`config.mk`:
```
export PLATFORM = sky130hd
export DESIGN_NAME = image_crc32_checker_top
export DESIGN_NICKNAME = d
export VERILOG_FILES = /design/src/rtl/icc_pkg.sv /design/src/rtl/icc_crc_unit.sv /design/src/rtl/image_crc32_checker_top.sv
export SDC_FILE = /design/constraint.sdc
export NUM_CORES = 1
export LEC_CHECK = 0
export BUFFER_PORTS_ARGS = -buffer_cell sky130_fd_sc_hd__buf_2
export CORE_MARGIN = 2
export CORE_UTILIZATION = 35
export DETAILED_ROUTE_END_ITERATION = 10
export GPL_TIMING_DRIVEN = 0
export PLACE_DENSITY = 0.62
export SYNTH_ARGS = -nofsm -noshare
export SYNTH_HDL_FRONTEND = slang
export SYNTH_SLANG_ARGS = --single-unit
```
`constraint.sdc`:
```
create_clock -name clk -period 5.1 [get_ports clk]
set_input_delay 1.275 -clock clk [delete_from_list [all_inputs] [get_ports clk]]
set_output_delay 1.275 -clock clk [all_outputs]
set_load 0.01 [all_outputs]
```
`src/rtl/icc_pkg.sv`:
```
// Shared types and constants for the image CRC-32 checker.
`timescale 1ns / 1ps
`default_nettype none

package icc_pkg;

    localparam int unsigned CrcWidth = 32;

    localparam logic [CrcWidth-1:0] CRC_POLY     = 32'hEDB8_8320;
    localparam logic [CrcWidth-1:0] CRC_ALL_ONES = 32'hFFFF_FFFF;

    // Configuration register indexes
    typedef enum logic [0:0] {
        REG_EXPECTED_CRC = 1'b0,
        REG_SLOT_SELECT  = 1'b1
    } reg_index_t;

    // Slot codes; any other code raises no error
    localparam logic [1:0] SLOT_A = 2'd0;
    localparam logic [1:0] SLOT_B = 2'd1;

    typedef enum logic [1:0] {
        ERR_NONE   = 2'd0,
        ERR_SLOT_A = 2'd1,
        ERR_SLOT_B = 2'd2
    } err_code_t;

    typedef struct packed {
        logic [CrcWidth-1:0] crc;
        logic                match;
        err_code_t           code;
    } icc_result_t;

    // Reflected CRC-32 over one word, byte 0 (bits 7:0) first, LSB first.
    // Unrolls into a plain XOR network.
    function automatic logic [CrcWidth-1:0] crc32_word(
        input logic [CrcWidth-1:0] crc_in,
        input logic [CrcWidth-1:0] data
    );
        logic [CrcWidth-1:0] r;
        r = crc_in ^ data;
        for (int i = 0; i < CrcWidth; i++)
        begin
            r = r[0] ? ((r >> 1) ^ CRC_POLY) : (r >> 1);
        end
        return r;
    endfunction

endpackage

`default_nettype wire

```
`src/rtl/icc_crc_unit.sv`:
```
// Running CRC-32 register with final-word compare and slot error decode.
`timescale 1ns / 1ps
`default_nettype none

module icc_crc_unit (
    input  wire logic                          clk,
    input  wire logic                          rst_n,
    input  wire logic                          step,
    input  wire logic [icc_pkg::CrcWidth-1:0]  word,
    input  wire logic                          last,
    input  wire logic [icc_pkg::CrcWidth-1:0]  expected_crc,
    input  wire logic [1:0]                    slot_select,
    output icc_pkg::icc_result_t               result
);

    logic [icc_pkg::CrcWidth-1:0] crc_reg;
    logic [icc_pkg::CrcWidth-1:0] crc_next;
    logic [icc_pkg::CrcWidth-1:0] crc_upd;
    logic [icc_pkg::CrcWidth-1:0] crc_final;
    logic                         match;

    assign crc_upd   = icc_pkg::crc32_word(crc_reg, word);
    assign crc_final = crc_upd ^ icc_pkg::CRC_ALL_ONES;
    assign match     = (crc_final == expected_crc);

    always_comb
    begin
        crc_next = crc_reg;
        if (step)
        begin
            // the register restarts after the last word of an image
            crc_next = last ? icc_pkg::CRC_ALL_ONES : crc_upd;
        end
    end

    always_ff @(posedge clk or negedge rst_n)
    begin
        if (!rst_n)
        begin
            crc_reg <= icc_pkg::CRC_ALL_ONES;
        end
        else
        begin
            crc_reg <= crc_next;
        end
    end

    always_comb
    begin
        result.crc   = crc_final;
        result.match = match;
        result.code  = icc_pkg::ERR_NONE;
        if (!match)
        begin
            case (slot_select)
                icc_pkg::SLOT_A: result.code = icc_pkg::ERR_SLOT_A;
                icc_pkg::SLOT_B: result.code = icc_pkg::ERR_SLOT_B;
                default:         result.code = icc_pkg::ERR_NONE;
            endcase
        end
    end

endmodule

`default_nettype wire

```
`src/rtl/image_crc32_checker_top.sv`:
```
// Top level of the image CRC-32 checker: input register, CRC unit, result register.
// A final word's result is registered in the result register once the word leaves the CRC stage.
// Throughput: one image word per cycle; the CRC unit folds a whole word per cycle.
// A pending result in the output register stalls intake only when a second final
// word reaches the CRC stage before the first result is taken.
// Reset: CRC register to all ones, expected_crc and slot_select to zero, both
// pipeline registers empty.
`timescale 1ns / 1ps
`default_nettype none

module image_crc32_checker_top (
    input  wire logic        clk,
    input  wire logic        rst_n,
    // configuration
    input  wire logic        cfg_write,
    input  wire logic [0:0]  cfg_index,
    input  wire logic [31:0] cfg_data,
    // input channel
    input  wire logic        in_valid,
    output logic             in_ready,
    input  wire logic [31:0] image_word,
    input  wire logic        final_word,
    // output channel
    output logic             out_valid,
    input  wire logic        out_ready,
    output logic [31:0]      computed_crc,
    output logic             crc_match,
    output logic [1:0]       error_code
);

    logic [31:0] expected_crc_reg;
    logic [1:0]  slot_select_reg;

    logic        s1_valid_reg;
    logic        s1_valid_next;
    logic [31:0] s1_word_reg;
    logic        s1_last_reg;
    logic        s1_move;
    logic        in_fire;

    logic                  out_valid_reg;
    logic                  out_valid_next;
    icc_pkg::icc_result_t  out_reg;
    icc_pkg::icc_result_t  crc_result;
    logic                  out_load;

    // configuration registers
    always_ff @(posedge clk or negedge rst_n)
    begin
        if (!rst_n)
        begin
            expected_crc_reg <= '0;
            slot_select_reg  <= '0;
        end
        else if (cfg_write)
        begin
            unique case (icc_pkg::reg_index_t'(cfg_index))
                icc_pkg::REG_EXPECTED_CRC: expected_crc_reg <= cfg_data;
                icc_pkg::REG_SLOT_SELECT:  slot_select_reg  <= cfg_data[1:0];
                default: ;
            endcase
        end
    end

    // a final word needs a free result slot; other words always pass
    assign s1_move  = s1_valid_reg && (!s1_last_reg || !out_valid_reg || out_ready);
    assign in_ready = !s1_valid_reg || s1_move;
    assign in_fire  = in_valid && in_ready;
    assign out_load = s1_move && s1_last_reg;

    assign s1_valid_next  = in_fire ? 1'b1 : (s1_move ? 1'b0 : s1_valid_reg);
    assign out_valid_next = out_load ? 1'b1 : ((out_valid_reg && out_ready) ? 1'b0
                                                                          : out_valid_reg);

    always_ff @(posedge clk or negedge rst_n)
    begin
        if (!rst_n)
        begin
            s1_valid_reg  <= 1'b0;
            out_valid_reg <= 1'b0;
        end
        else
        begin
            s1_valid_reg  <= s1_valid_next;
            out_valid_reg <= out_valid_next;
        end
    end

    always_ff @(posedge clk)
    begin
        if (in_fire)
        begin
            s1_word_reg <= image_word;
            s1_last_reg <= final_word;
        end
        if (out_load)
        begin
            out_reg <= crc_result;
        end
    end

    icc_crc_unit u_crc (
        .clk          (clk),
        .rst_n        (rst_n),
        .step         (s1_move),
        .word         (s1_word_reg),
        .last         (s1_last_reg),
        .expected_crc (expected_crc_reg),
        .slot_select  (slot_select_reg),
        .result       (crc_result)
    );

    assign out_valid    = out_valid_reg;
    assign computed_crc = out_reg.crc;
    assign crc_match    = out_reg.match;
    assign error_code   = out_reg.code;

    // an empty result register never blocks intake
    assert property (@(posedge clk) disable iff (!rst_n)
        !out_valid_reg |-> in_ready)
        else $error("intake stalled with empty result register");

    // a final word held in the CRC stage only waits on a pending result
    assert property (@(posedge clk) disable iff (!rst_n)
        (s1_valid_reg && !s1_move) |-> (s1_last_reg && out_valid_reg && !out_ready))
        else $error("CRC stage stalled without cause");

    // a reported error always comes with a mismatch
    assert property (@(posedge clk) disable iff (!rst_n)
        (out_valid_reg && (out_reg.code != icc_pkg::ERR_NONE)) |-> !out_reg.match)
        else $error("error code raised on a matching CRC");

    // a result is loaded exactly when a final word leaves the CRC stage
    assert property (@(posedge clk) disable iff (!rst_n)
        out_load |=> out_valid_reg)
        else $error("final word left CRC stage without a result");

endmodule

`default_nettype wire
```
==> metrics.sh, run 1 <==
GRT_USE_TOTAL=0.1717
SYNTH_XOR_AREA_FRAC=0.4672
FINAL_LAYOUT_SIZE_SUFFIX_GT1_FRAC=0.3831
TRITONCTS_NUM_SINKS=136
CP.ARRIVAL_PS=5220
VIA_COUNT=5118
GRT_START_MAX_NET_PINS=69
I_O_PIN_COUNT=108
FIN_CRIT_PS=5047
WORSTPATHREQUIRED_PS=5280
DETAIL_ROUTE.DRC_VIOLATIONS=0
CRITPATHMAXFANOUT=5
FIRSTDRTPASSITERS=4
FIRST_ITER_VIOLATIONS=258
POST_SYNTH_MUX_AREA_SHARE=0.04337
CTS_BUFFERS=17
FINAL-MAX-SLEW-VIOLATION-COUNT=0
GLOBALROUTE.TOTALOVERFLOW=0
CLK_PIN_SLEW_WORST_PATHS_PS=60
REGAREA_SQ_UM=3784
CLOCK_LATENCY_PS=440
DP_HPWL_UM=17720
CTSROOTBUFFERMASTER='sky130_fd_sc_hd__clkbuf_16'
GRT_PASS1_WL_UM=34280
YOSYSSEQAREASHARE=0.4111
MAXCAPVIOLATIONS=0
GP_ROUTABILITY_CONGESTION=0.9075
WORST_CASE_CLOCK_BUFFER_DEPTH=2
CP-START-KIND='register'
FINAL_NETS=828
NUMBER_OF_VIAS_PER_CELL_AFTER_DETAILED_ROUTING=4.632
SYNTH_COMPOUND_AREA_FRAC=0.03032
PLACEMENTROWS=59
CELL_TYPE_GROUP_WITH_THE_LARGEST_TOTAL_DELAY_ON_THE_CRITICAL_PATH='XOR/XNOR gates'
CAPTURING_ELEMENT_TYPE_OF_THE_CRITICAL_PATH='register'
CP_COMMON_CELL='sky130_fd_sc_hd__xnor2_2'
PLACE.PORT_BUFFERS=107
VIA_COUNT_OF_THE_FIRST_GLOBAL_ROUTING_PASS=5327
SYNTH_CELL_TYPE_COUNT=47
CHIPWIDTH_UM=166.2
YOSYSWARNINGCOUNT=0
SYNTH-EDFF-COUNT=68
SYNTH_ADDER_AREA_SHARE=0
MAX_SLEW.WORST_PIN.SLEW_PS=809.2
AREA_GROWTH_SYN_TO_LAYOUT_PCT=20.80
SYN_AREA_CELL_SQ_UM=14.89
TRITONCTS='done'
SYN-NUM-NETS=689
CRIT_PATH_CELL_TRACE='xnor2_2 > xnor3_2 > xnor2_4 > xor3_2 > xnor2_2 > xnor3_1 > nor3_1 > nand4_1 > or4_1 > nor4_4 > a211oi_1'
SYNTHESIS.AREA_SQ_UM=9204
REPORT.FINAL.HOLD_VIOL_COUNT=0
DP_SLACK_PS=-618.2
REPORT.FINAL.SETUP_VIOL=0
CRITICAL_PATH_CELL_COUNT=11
YS_SEQ_ELEMENTS=136
CRITICAL-PATH-SLOWEST-CELL='sky130_fd_sc_hd__xor3_2'
SYNTH_TOP_FAMILY_BY_AREA='XOR/XNOR gates'
ROUTED_WL_UM=23320
FLOORPLAN.INITIALDENSITY=0.3552
SYNTHSIMPLEGATEAREAFRAC=0.04065
CRITPATHBUFINV=0
MIN_DELAY_PATH_DEPTH=2
CTSHTREEMAXLEVEL=4
ANTENNA_CELLS_INSERTED=0
YS_DOMINANT_REG_CELL='sky130_fd_sc_hd__edfxtp_1'
MULTI_INPUT_LOGIC_AREA_SQ_UM=5610
YS_ASYNC_SR_FRACTION=0.5000
MAX_STAGE_DELAY_PS=620
TIMING.FMAX_GHz=0.1981
ANTENNA_FOUND_INITIAL=0
SETUP_SLACK_PS=53.22
HEIGHT_OF_THE_CHIP_UM=166.2
WORSTSETUPPATHTYPE='reg -> reg'
FIN_SKEW_PS=8.549
POST-ROUTE-PERIOD-UTIL=0.9896
ANTENNA_VIOLATING_NETS_POST_ROUTE=0
DIE_AREA_SQ_UM=27610
AVGROUTEDWIREPERCELL_UM=21.11
WORSTREGTOREGCELLS=11
WORSTHOLDPATHTYPE='reg -> reg'
SLEW_HEADROOM=0.4605
SYNTH_CELLS=618
FILL_CELLS=2377
OUTCOME='complete, no violations'
CORE_REGION_AREA_SQ_UM=25910
worst reg2reg max path, cell delays in order, from the launching register on:
cell                       delay (ps)
sky130_fd_sc_hd__edfxtp_1         450
sky130_fd_sc_hd__xnor2_2          440
sky130_fd_sc_hd__xnor3_2          560
sky130_fd_sc_hd__xnor2_4          330
sky130_fd_sc_hd__xor3_2           620
sky130_fd_sc_hd__xnor2_2          390
sky130_fd_sc_hd__xnor3_1          390
sky130_fd_sc_hd__nor3_1           350
sky130_fd_sc_hd__nand4_1          120
sky130_fd_sc_hd__or4_1            590
sky130_fd_sc_hd__nor4_4           410
sky130_fd_sc_hd__a211oi_1         130
synthesized netlist by cell type, types with 3 or more instances:
cell type                    n  area (sq um)
sky130_fd_sc_hd__xnor3_1    60          1351
sky130_fd_sc_hd__nor2b_1     3         18.77
sky130_fd_sc_hd__nand2b_1    3         18.77
sky130_fd_sc_hd__edfxtp_1   68          2042
sky130_fd_sc_hd__xor3_1     16         380.4
sky130_fd_sc_hd__dfstp_2    32         840.8
sky130_fd_sc_hd__clkbuf_1    9         33.78
sky130_fd_sc_hd__xor2_2      6         97.59
sky130_fd_sc_hd__o21ai_0     3         15.01
sky130_fd_sc_hd__xor2_1     45         394.1
sky130_fd_sc_hd__xor2_4      3         82.58
sky130_fd_sc_hd__mux2_2     31         349.1
sky130_fd_sc_hd__xnor2_2    18         292.8
sky130_fd_sc_hd__mux2i_1     5         50.05
sky130_fd_sc_hd__a21oi_1    35         175.2
sky130_fd_sc_hd__inv_1       4         15.01
sky130_fd_sc_hd__nand2_1     9         33.78
sky130_fd_sc_hd__nor2_1     40         150.1
sky130_fd_sc_hd__nand3_1     3         15.01
sky130_fd_sc_hd__xnor2_4     6         165.2
sky130_fd_sc_hd__dfrtp_1    36         900.9
sky130_fd_sc_hd__and2_1      4         25.02
sky130_fd_sc_hd__xnor3_2     9         214.0
sky130_fd_sc_hd__xnor2_1   139          1217
sky130_fd_sc_hd__nand4_1     3         18.77
cell usage in the layout, fill, tap and decap left out, types with 4 or more instances in the layout:
cell type,Yosys,final
sky130_fd_sc_hd__buf_2,0,106
sky130_fd_sc_hd__dfrtp_1,36,36
sky130_fd_sc_hd__xnor3_2,9,17
sky130_fd_sc_hd__mux2_2,31,31
sky130_fd_sc_hd__xor2_1,45,40
sky130_fd_sc_hd__mux2i_1,5,5
sky130_fd_sc_hd__a21oi_1,35,35
sky130_fd_sc_hd__clkbuf_16,0,17
sky130_fd_sc_hd__xor3_1,16,15
sky130_fd_sc_hd__inv_8,0,5
sky130_fd_sc_hd__xnor3_1,60,52
sky130_fd_sc_hd__xnor2_4,6,12
sky130_fd_sc_hd__nand2_1,9,9
sky130_fd_sc_hd__xnor2_2,18,24
sky130_fd_sc_hd__clkbuf_1,9,9
sky130_fd_sc_hd__dfstp_2,32,32
sky130_fd_sc_hd__xnor2_1,139,127
sky130_fd_sc_hd__inv_6,0,5
sky130_fd_sc_hd__edfxtp_1,68,68
sky130_fd_sc_hd__nor2_1,40,40
sky130_fd_sc_hd__buf_4,0,11
sky130_fd_sc_hd__xor2_2,6,8
sky130_fd_sc_hd__inv_1,4,4
sky130_fd_sc_hd__xor2_4,3,6
stage by stage:
step | instances | util | TNS, ps | hold slack, ps | area (sq um)
finish | 1105 | 0.4291 | 0 | 509.0 | 11120
global route | 1105 | 0.4291 | -37.86 | 532.2 | 11120
CTS | 1104 | 0.4240 | 0 | 511.8 | 10990
detailed placement | 1062 | 0.3941 | -1740 | 498.8 | 10210
global placement | 1060 | 0.3921 | -1861 | 495.1 | 10160
floorplan | 618 | - | 0 | 464.5 | 9204
cell families after synthesis:
kind of cell / count (synthesis)
buffers and inverters: 16
multiplexers: 36
flip-flops: 136
XOR/XNOR: 306
AND/OR/NAND/NOR: 76
AO/OA/AOI/OAI: 48
final cells by class:
type,instances,area share
sequential,136,0.3403
inverter,4,0.001350
multi-input combinational,466,0.5046
buffer,12,0.004727
clock inverter,15,0.01182
timing repair buffer,120,0.06122
tap,335,0.03770
clock buffer,17,0.03826
timing repair:
action	CTS	global route
hold buffers	0	0
pin swaps	3	5
buffers inserted	10	1
resized for setup	22	15
setup endpoints to repair	3	3
per-layer routing:
| layer | routed length, um | up-vias | global-route usage |
|---|---|---|---|
| met5 | 0 | - | 0 |
| met4 | 456 | 0 | 0.05558 |
| met3 | 1172 | 19 | 0.03313 |
| met2 | 11280 | 119 | 0.2791 |
| met1 | 10410 | 2552 | 0.2325 |
| li1 | - | 2428 | - |
final timing paths:
| check | from | endpoint | slack (ps) |
|---|---|---|---|
| max | s1_word_reg[4] | error_code[0] | 50 |
| min | u_crc.crc_reg[21] | u_crc.crc_reg[21] | 510 |
| max reg2reg | s1_word_reg[4] | error_code[0] | 50 |
| min reg2reg | u_crc.crc_reg[21] | u_crc.crc_reg[21] | 510 |
| max in group asynchronous | rst_n | u_crc.crc_reg[19] | 3920 |
| min in group asynchronous | rst_n | slot_select_reg[0] | 840 |
Power of run 1 is left out: the tool's default activity adds up to more than one toggle a clock period on the data nets, which glitch-free logic cannot reach.
==> inputs of run 2 (changes only) <==
--- a/config.mk
+++ b/config.mk
@@ -13,4 +13,5 @@
 export PLACE_DENSITY = 0.62
 export SYNTH_ARGS = -nofsm -noshare
 export SYNTH_HDL_FRONTEND = slang
+export SYNTH_HIERARCHICAL = 1
 export SYNTH_SLANG_ARGS = --single-unit
==> run 2 against run 1 <==
  * Die area up 2.9%
  * Core utilization fell by 1.1 points
  * Fmax grew 1.4%
  * Final cell count grew 1.8%
  * Flip-flop and latch count unchanged
  * Sequential share of layout area decreased by 0.22 points
  * Wire length up 1.6%
  * Worst setup slack improved by 72 ps
  * Via count grew 4.4%
  * First-iteration DRC count is 24% higher
  * Synthesized cell count up 3.1%
  * Clock-buffer cell count up 2
  * Critical path type unchanged
  * Critical endpoint is now error_code[1]
==> metrics.sh, run 2 <==
OUTCOME='complete, no violations'
VIA_COUNT_OF_THE_FIRST_GLOBAL_ROUTING_PASS=5532  # +3.8%
NUMBER_OF_VIAS_PER_CELL_AFTER_DETAILED_ROUTING=4.749  # +2.5%
DP_HPWL_UM=18380  # +3.7%
MAXCAPVIOLATIONS=0  # unchanged
CLK_PIN_SLEW_WORST_PATHS_PS=60  # about the same
REPORT.FINAL.HOLD_VIOL_COUNT=0  # unchanged
AREA_GROWTH_SYN_TO_LAYOUT_PCT=18.09
SLEW_HEADROOM=0.4461  # -0.01441
ANTENNA_FOUND_INITIAL=0  # unchanged
LAYOUT.CELLS.MOST_COMMON_LIST='sky130_fd_sc_hd__xnor2_1, sky130_fd_sc_hd__buf_2, sky130_fd_sc_hd__edfxtp_1, sky130_fd_sc_hd__xnor3_1, sky130_fd_sc_hd__xor2_1'
FILL_CELLS=2444  # +2.8%
VIA_COUNT=5343  # +4.4%
FLOORPLAN.INITIALDENSITY=0.3536  # -0.001566
WORSTHOLDPATHTYPE='reg -> reg'
REGAREA_SQ_UM=3784  # unchanged
SYNTH_TOP_FAMILY_BY_AREA='XOR/XNOR gates'
WORST_SETUP_PATH_ENDPOINT='error_code[1]'
LAYOUT_COMMONEST_CELL='sky130_fd_sc_hd__xnor2_1'
WORST_CASE_CLOCK_BUFFER_DEPTH=2  # unchanged
SYNTH-EDFF-COUNT=68  # unchanged
AVGROUTEDWIREPERCELL_UM=21.06  # -0.20%
YS_ASYNC_SR_FRACTION=0.5000  # unchanged
YOSYS.CELL_COUNT.TOP_TYPE='sky130_fd_sc_hd__xnor2_1'
SYN-NUM-NETS=708  # +2.8%
HEIGHT_OF_THE_CHIP_UM=168.6  # +1.4%
ANTENNA_CELLS_INSERTED=0  # unchanged
CORE_REGION_AREA_SQ_UM=26800  # +3.4%
SYNTH_AREA_LEADERS='sky130_fd_sc_hd__edfxtp_1, sky130_fd_sc_hd__xnor3_1, sky130_fd_sc_hd__xnor2_1, sky130_fd_sc_hd__dfrtp_1, sky130_fd_sc_hd__dfstp_2'
MULTI_INPUT_LOGIC_AREA_SQ_UM=5598  # -0.22%
REPORT.FINAL.SETUP_VIOL=0  # unchanged
FIN_SKEW_PS=16.06  # +7.515 ps
WORSTPATHREQUIRED_PS=5260  # -20 ps
GP_ROUTABILITY_CONGESTION=0.9564  # +5.4%
SYNTHSIMPLEGATEAREAFRAC=0.03868  # -0.001967
POST_ROUTE_CORE_UTILIZATION=0.4176  # -0.01149
POST-ROUTE-PERIOD-UTIL=0.9755  # -0.01404
GRT_START_MAX_NET_PINS=69  # unchanged
FINAL-MAX-SLEW-VIOLATION-COUNT=0  # unchanged
YS_SEQ_ELEMENTS=136  # unchanged
CTSHTREEMAXLEVEL=4  # unchanged
SYNTH_XOR_AREA_FRAC=0.4576  # -0.009680
CTS_BUFFERS=17  # unchanged
WORSTSETUPPATHTYPE='reg -> reg'
YOSYSSEQAREASHARE=0.3992  # -0.01189
RSZ0062_AT_GRT='no'
TIMING.FMAX_GHz=0.2010  # +1.4%
CAPTURING_ELEMENT_TYPE_OF_THE_CRITICAL_PATH='register'
CTSROOTBUFFERMASTER='sky130_fd_sc_hd__clkbuf_16'
CLOCK_LATENCY_PS=430  # about the same
SYNTH_CELLS=637  # +3.1%
DETAIL_ROUTE.DRC_VIOLATIONS=0  # unchanged
CP-START-KIND='register'
YOSYS-TOP-CELLS-COUNT='sky130_fd_sc_hd__xnor2_1, sky130_fd_sc_hd__edfxtp_1, sky130_fd_sc_hd__xnor3_1, sky130_fd_sc_hd__xor2_1, sky130_fd_sc_hd__nor2_1'
R2R-END='error_code[1]'
CHIPWIDTH_UM=168.6  # +1.4%
GRT_USE_TOTAL=0.1728  # +0.001113
WORST_R2R_STARTPOINT='u_crc/crc_reg[6]'
FIRSTDRTPASSITERS=4  # unchanged
MIN_DELAY_PATH_DEPTH=2  # unchanged
CRITPATHMAXFANOUT=9  # +4
ROUTED_WL_UM=23700  # +1.6%
SYNTHESIS.AREA_SQ_UM=9478  # +3.0%
POST_SYNTH_MUX_AREA_SHARE=0.05439  # +0.01102
PLACE.PORT_BUFFERS=107  # unchanged
FIN_CRIT_PS=4975  # -71.63 ps
DIE_AREA_SQ_UM=28410  # +2.9%
YOSYSWARNINGCOUNT=6  # +6
FIRST_ITER_VIOLATIONS=319  # +24%
SYN_AREA_CELL_SQ_UM=14.88  # about the same
ANTENNA_VIOLATING_NETS_POST_ROUTE=0  # unchanged
GRT_PASS1_WL_UM=35380  # +3.2%
SYNTH_COMPOUND_AREA_FRAC=0.03314  # +0.002820
SYNTH_ADDER_AREA_SHARE=0  # unchanged
YOSYSTOPAREACELL='sky130_fd_sc_hd__edfxtp_1'
PLACEMENTROWS=60  # +1.7%
CRITPATHLAUNCH='u_crc/crc_reg[6]'
WORSTREGTOREGCELLS=11  # unchanged
R2R_SETUP_SLACK_PS=120  # +70 ps
TRITONCTS_NUM_SINKS=136  # unchanged
GLOBALROUTE.TOTALOVERFLOW=0  # unchanged
FINAL_NETS=842  # +1.7%
TRITONCTS='done'
CP.ARRIVAL_PS=5130  # -90 ps
MAX_SLEW.WORST_PIN.SLEW_PS=830.8  # +21.62 ps
YS_DOMINANT_REG_CELL='sky130_fd_sc_hd__edfxtp_1'
SYNTH_CELL_TYPE_COUNT=54  # +15%
I_O_PIN_COUNT=108  # unchanged
FINAL_LAYOUT_SIZE_SUFFIX_GT1_FRAC=0.3457  # -0.03745
SYNTH_TOP_AREA_SHARE=0.2154  # -0.006414
[run 2: cell types whose count changed in the layout (fill, tap and decap cells not counted), moves of 12 or more]
cell,previous run,this run
sky130_fd_sc_hd__a21oi_1,35,11
sky130_fd_sc_hd__a31oi_1,2,23
sky130_fd_sc_hd__mux2_2,31,4
sky130_fd_sc_hd__mux2_4,0,30
sky130_fd_sc_hd__xnor2_1,127,140
sky130_fd_sc_hd__xnor3_1,52,64
sky130_fd_sc_hd__xor2_1,40,61
[run 2: layer usage]
metal  track usage  wire length [um]  up-vias  part of all wire
li1              -                 -     2495                 -
met1        0.2306             10520     2636              0.44
met2        0.2806             11380      178              0.48
met3       0.02946              1142       34             0.048
met4       0.07159               657        0             0.028
met5             0                 0        -                 0
[run 2: how the worst min path moves through the flow]
| stage | from | to | slack [ps] |
|---|---|---|---|
| after global routing | u_crc/crc_reg[20] | u_crc/crc_reg[20] | 520 |
| after global placement | u_crc/crc_reg[10] | u_crc/crc_reg[10] | 500 |
| after detailed placement | u_crc/crc_reg[29] | u_crc/crc_reg[29] | 500 |
| final | u_crc/crc_reg[13] | u_crc/crc_reg[13] | 510 |
| after floorplan | expected_crc_reg[18] | expected_crc_reg[18] | 480 |
| after CTS | u_crc/crc_reg[29] | u_crc/crc_reg[29] | 510 |
[run 2: critical path, cell delays in order, from the launching register on]
cell and delay [ps]:
sky130_fd_sc_hd__dfstp_2 570, sky130_fd_sc_hd__xor2_4 370, sky130_fd_sc_hd__xnor3_1 600, sky130_fd_sc_hd__xnor2_2 220, sky130_fd_sc_hd__xnor2_1 360, sky130_fd_sc_hd__xor3_2 640
sky130_fd_sc_hd__xnor3_1 500, sky130_fd_sc_hd__or3b_1 460, sky130_fd_sc_hd__a2111oi_2 310, sky130_fd_sc_hd__nand4_1 170, sky130_fd_sc_hd__nor4b_2 360, sky130_fd_sc_hd__a211oi_1 130
[run 2: kinds of logic (layout without fill, tap and decap cells)]
group	after synthesis	after routing
buf+inv	26	173
xor+xnor	321	321
flops	136	136
simple gates	71	71
compound gates	47	47
mux	36	36
[run 2: area by class of cell]
cell class,count,share of cell area
plain buffers,15,0.01073
clock buffers,19,0.03958
clock inverters,13,0.01263
inverters,11,0.003689
multi-input cells,475,0.5002
flip-flops and latches,136,0.3381
well taps,341,0.03812
repair buffers,115,0.05702
[run 2: timing repair]
action	4_1_cts	5_1_grt
setup buffers	0	6
setup endpoints to repair	3	3
hold buffers	0	0
pin swaps	0	2
hold endpoints to repair	0	0
gates resized for setup	1	6
[run 2: stage by stage]
| step | hold slack [ps] | cell area [sq um] | TNS (ps) | cells | worst slack (ps) |
|---|---|---|---|---|---|
| after floorplan | 483.7 | 9478 | 0 | 637 | 783.2 |
| after global placement | 497.5 | 10440 | -265.3 | 1085 | -133.3 |
| after detailed placement | 497.9 | 10510 | -435.2 | 1087 | -202.7 |
| after CTS | 506.6 | 11100 | 0 | 1119 | 22.69 |
| after global routing | 523.3 | 11190 | 0 | 1125 | 13.96 |
| final | 507.8 | 11190 | 0 | 1125 | 124.8 |
Power of run 2 is left out for the same reason.
==> inputs of run 3 (changes only) <==
--- a/config.mk
+++ b/config.mk
@@ -6,11 +6,13 @@
 export NUM_CORES = 1
 export LEC_CHECK = 0
 export BUFFER_PORTS_ARGS = -buffer_cell sky130_fd_sc_hd__buf_2
+export CELL_PAD_IN_SITES_DETAIL_PLACEMENT = 1
+export CELL_PAD_IN_SITES_GLOBAL_PLACEMENT = 1
 export CORE_MARGIN = 2
-export CORE_UTILIZATION = 35
+export CORE_UTILIZATION = 50
 export DETAILED_ROUTE_END_ITERATION = 10
 export GPL_TIMING_DRIVEN = 0
-export PLACE_DENSITY = 0.62
+export PLACE_DENSITY = 0.91
 export SYNTH_ARGS = -nofsm -noshare
 export SYNTH_HDL_FRONTEND = slang
 export SYNTH_HIERARCHICAL = 1
==> run 3 against run 2 <==
  * Wire length increased by 13%
  * Final cell count is 9.9% lower
  * First-iteration DRC count decreased by 5.3%
  * Worst setup slack gained 2.8 ps
  * Register-to-register slack barely moved
  * Die area is 29% lower
  * Clock-buffer cell count shrank 2
  * Fmax about the same
  * Flip-flop and latch count unchanged
  * Sequential share of layout area grew 0.51 points
  * Critical path type unchanged
  * Critical endpoint is now crc_match
==> metrics.sh, run 3 (synthesis gave the netlist of run 2 again) <==
WORSTPATHREQUIRED_PS=5310  # +50 ps
GRT_USE_TOTAL=0.2824  # +0.1096
MAXCAPVIOLATIONS=0  # unchanged
ANTENNA_VIOLATING_NETS_POST_ROUTE=0  # unchanged
REPORT.FINAL.HOLD_VIOL_COUNT=0  # unchanged
POSTPLACECELLAREA_SQ_UM=10340  # -1.5%
CLOCK_LATENCY_PS=450  # +20 ps
FILL_CELLS=1813  # -26%
RSZ0062_AT_GRT='yes'
CRITPATHMAXFANOUT=9  # unchanged
TRITONCTS_NUM_SINKS=136  # unchanged
USE_MET2=0.4882  # +0.2077
HOLD_PATH_STARTPOINT='u_crc/crc_reg[10]'
CTS_BUFFERS=17  # unchanged
HEIGHT_OF_THE_CHIP_UM=141.7  # -16%
FIN_CRIT_PS=4972  # -2.806 ps
FINAL_NETS=837  # -0.59%
TIMING.FMAX_GHz=0.2011  # about the same
DIE_AREA_SQ_UM=20070  # -29%
CP-START-KIND='register'
DETAIL_ROUTE.DRC_VIOLATIONS=0  # unchanged
OUTCOME='complete, no violations'
AREA_GROWTH_SYN_TO_LAYOUT_PCT=16.32
CAPTURING_ELEMENT_TYPE_OF_THE_CRITICAL_PATH='register'
CORE_REGION_AREA_SQ_UM=18640  # -30%
FLOORPLAN.INITIALDENSITY=0.5084  # +0.1547
WORST_R2R_STARTPOINT='s1_word_reg[10]'
REPORT.FINAL.SETUP_VIOL=0  # unchanged
LAYOUT_COMMONEST_CELL='sky130_fd_sc_hd__xnor2_1'
GRT_PASS1_WL_UM=40700  # +15%
CRITPATHLAUNCH='s1_word_reg[10]'
CTSROOTBUFFERMASTER='sky130_fd_sc_hd__clkbuf_16'
DP_HPWL_UM=20270  # +10%
LAYOUT.CELLS.MOST_COMMON_LIST='sky130_fd_sc_hd__xnor2_1, sky130_fd_sc_hd__buf_2, sky130_fd_sc_hd__edfxtp_1, sky130_fd_sc_hd__xnor3_1, sky130_fd_sc_hd__xor2_1'
AVGROUTEDWIREPERCELL_UM=26.46  # +26%
CP.ARRIVAL_PS=5180  # +50 ps
WORSTSETUPPATHTYPE='reg -> reg'
PLACE.PORT_BUFFERS=107  # unchanged
WORSTHOLDPATHTYPE='reg -> reg'
CTS-HOLD-FIX-BUFFERS=0  # unchanged
VIA_COUNT_OF_THE_FIRST_GLOBAL_ROUTING_PASS=6434  # +16%
I_O_PIN_COUNT=108  # unchanged
GRT_UTIL_MET1=0.3452  # +0.1146
FINAL-MAX-SLEW-VIOLATION-COUNT=0  # unchanged
FIRSTDRTPASSITERS=5  # +1
PLACEMENTROWS=50  # -17%
GRT_MOST_USED_LAYER='met2'
SLEW_HEADROOM=0.3963  # -0.04985
CTSHTREEMAXLEVEL=4  # unchanged
ROUTED_WL_UM=26830  # +13%
POST-ROUTE-PERIOD-UTIL=0.9750  # about the same
MAX_SLEW.WORST_PIN.SLEW_PS=905.6  # +74.77 ps
FIN_SKEW_PS=14.73  # -1.333 ps
FINAL_INSTANCE_AREA_SQ_UM=11020  # -1.5%
GLOBALROUTE.TOTALOVERFLOW=0  # unchanged
WORST_CASE_CLOCK_BUFFER_DEPTH=2  # unchanged
CHIPWIDTH_UM=141.7  # -16%
GRT_START_MAX_NET_PINS=69  # unchanged
TRITONCTS='done'
GRT.MET3_USAGE=0.04927  # +0.01981
GP_ROUTABILITY_CONGESTION=1.014  # +6.1%
CLK_PIN_SLEW_WORST_PATHS_PS=70  # about the same
ANTENNA_FOUND_INITIAL=1  # +1
FINAL_LAYOUT_SIZE_SUFFIX_GT1_FRAC=0.3453  # -0.0003488
VIA_COUNT=5718  # +7.0%
FIRST_ITER_VIOLATIONS=302  # -5.3%
NUMBER_OF_VIAS_PER_CELL_AFTER_DETAILED_ROUTING=5.639  # +19%
run 3: final timing paths:
kind                       depth (start not counted)                   end  slack [ps]
hold reg to reg                                    2     u_crc/crc_reg[10]         520
max in group asynchronous                          1  expected_crc_reg[10]        3540
setup / recovery                                  13             crc_match         130
setup reg to reg                                  13             crc_match         130
hold / removal                                     2     u_crc/crc_reg[10]         520
min in group asynchronous                          1  expected_crc_reg[18]         980
run 3: stage by stage:
step / setup slack [ps] / setup TNS (ps) / util / hold slack (ps) / cells
5_1_grt: -12.79 / -12.79 / 0.5913 / 543.4 / 1014
3_3_place_gp: 17.84 / 0 / 0.5528 / 496.8 / 978
4_1_cts: 7.156 / 0 / 0.5889 / 521.2 / 1013
6_report: 127.7 / 0 / 0.5913 / 521.7 / 1014
2_1_floorplan: 783.2 / 0 / - / 483.7 / 637
3_5_place_dp: -112.6 / -225.1 / 0.5548 / 502.3 / 979
run 3: critical path, cell delays in order, from the launching register on:
cell	delay, ps
sky130_fd_sc_hd__edfxtp_1	390
sky130_fd_sc_hd__xnor2_1	580
sky130_fd_sc_hd__xnor3_1	520
sky130_fd_sc_hd__xnor3_1	430
sky130_fd_sc_hd__buf_4	230
sky130_fd_sc_hd__xor3_2	480
sky130_fd_sc_hd__xnor3_2	570
sky130_fd_sc_hd__xor2_1	370
sky130_fd_sc_hd__xor2_1	480
sky130_fd_sc_hd__xnor2_1	180
sky130_fd_sc_hd__nor2_1	70
sky130_fd_sc_hd__and4_1	140
sky130_fd_sc_hd__and3_1	170
sky130_fd_sc_hd__buf_4	120
run 3: final cells by class:
class | count | area, sq um | share of cell area
clock buffer | 17 | 425.4 | 0.03859
multi-input combinational | 475 | 5599 | 0.5079
tap | 234 | 292.8 | 0.02656
antenna | 1 | 2.502 | 0.0002270
clock inverter | 15 | 178.9 | 0.01623
buffer | 15 | 120.1 | 0.01090
timing repair buffer | 110 | 580.6 | 0.05266
sequential | 136 | 3784 | 0.3432
inverter | 11 | 41.29 | 0.003745
run 3: what timing repair did:
| action | 4_1_cts | 5_1_grt |
|---|---|---|
| setup endpoints to repair | 2 | 3 |
| buffers inserted | 2 | 0 |
| resized for setup | 2 | 6 |
| pin swaps | 1 | 1 |
run 3: layer usage:
metal | share of wire | vias up
met5 | 0 | -
met4 | 0.042 | 0
met3 | 0.049 | 66
met2 | 0.52 | 213
met1 | 0.39 | 2963
li1 | - | 2476
Power of run 3 is left out for the same reason.
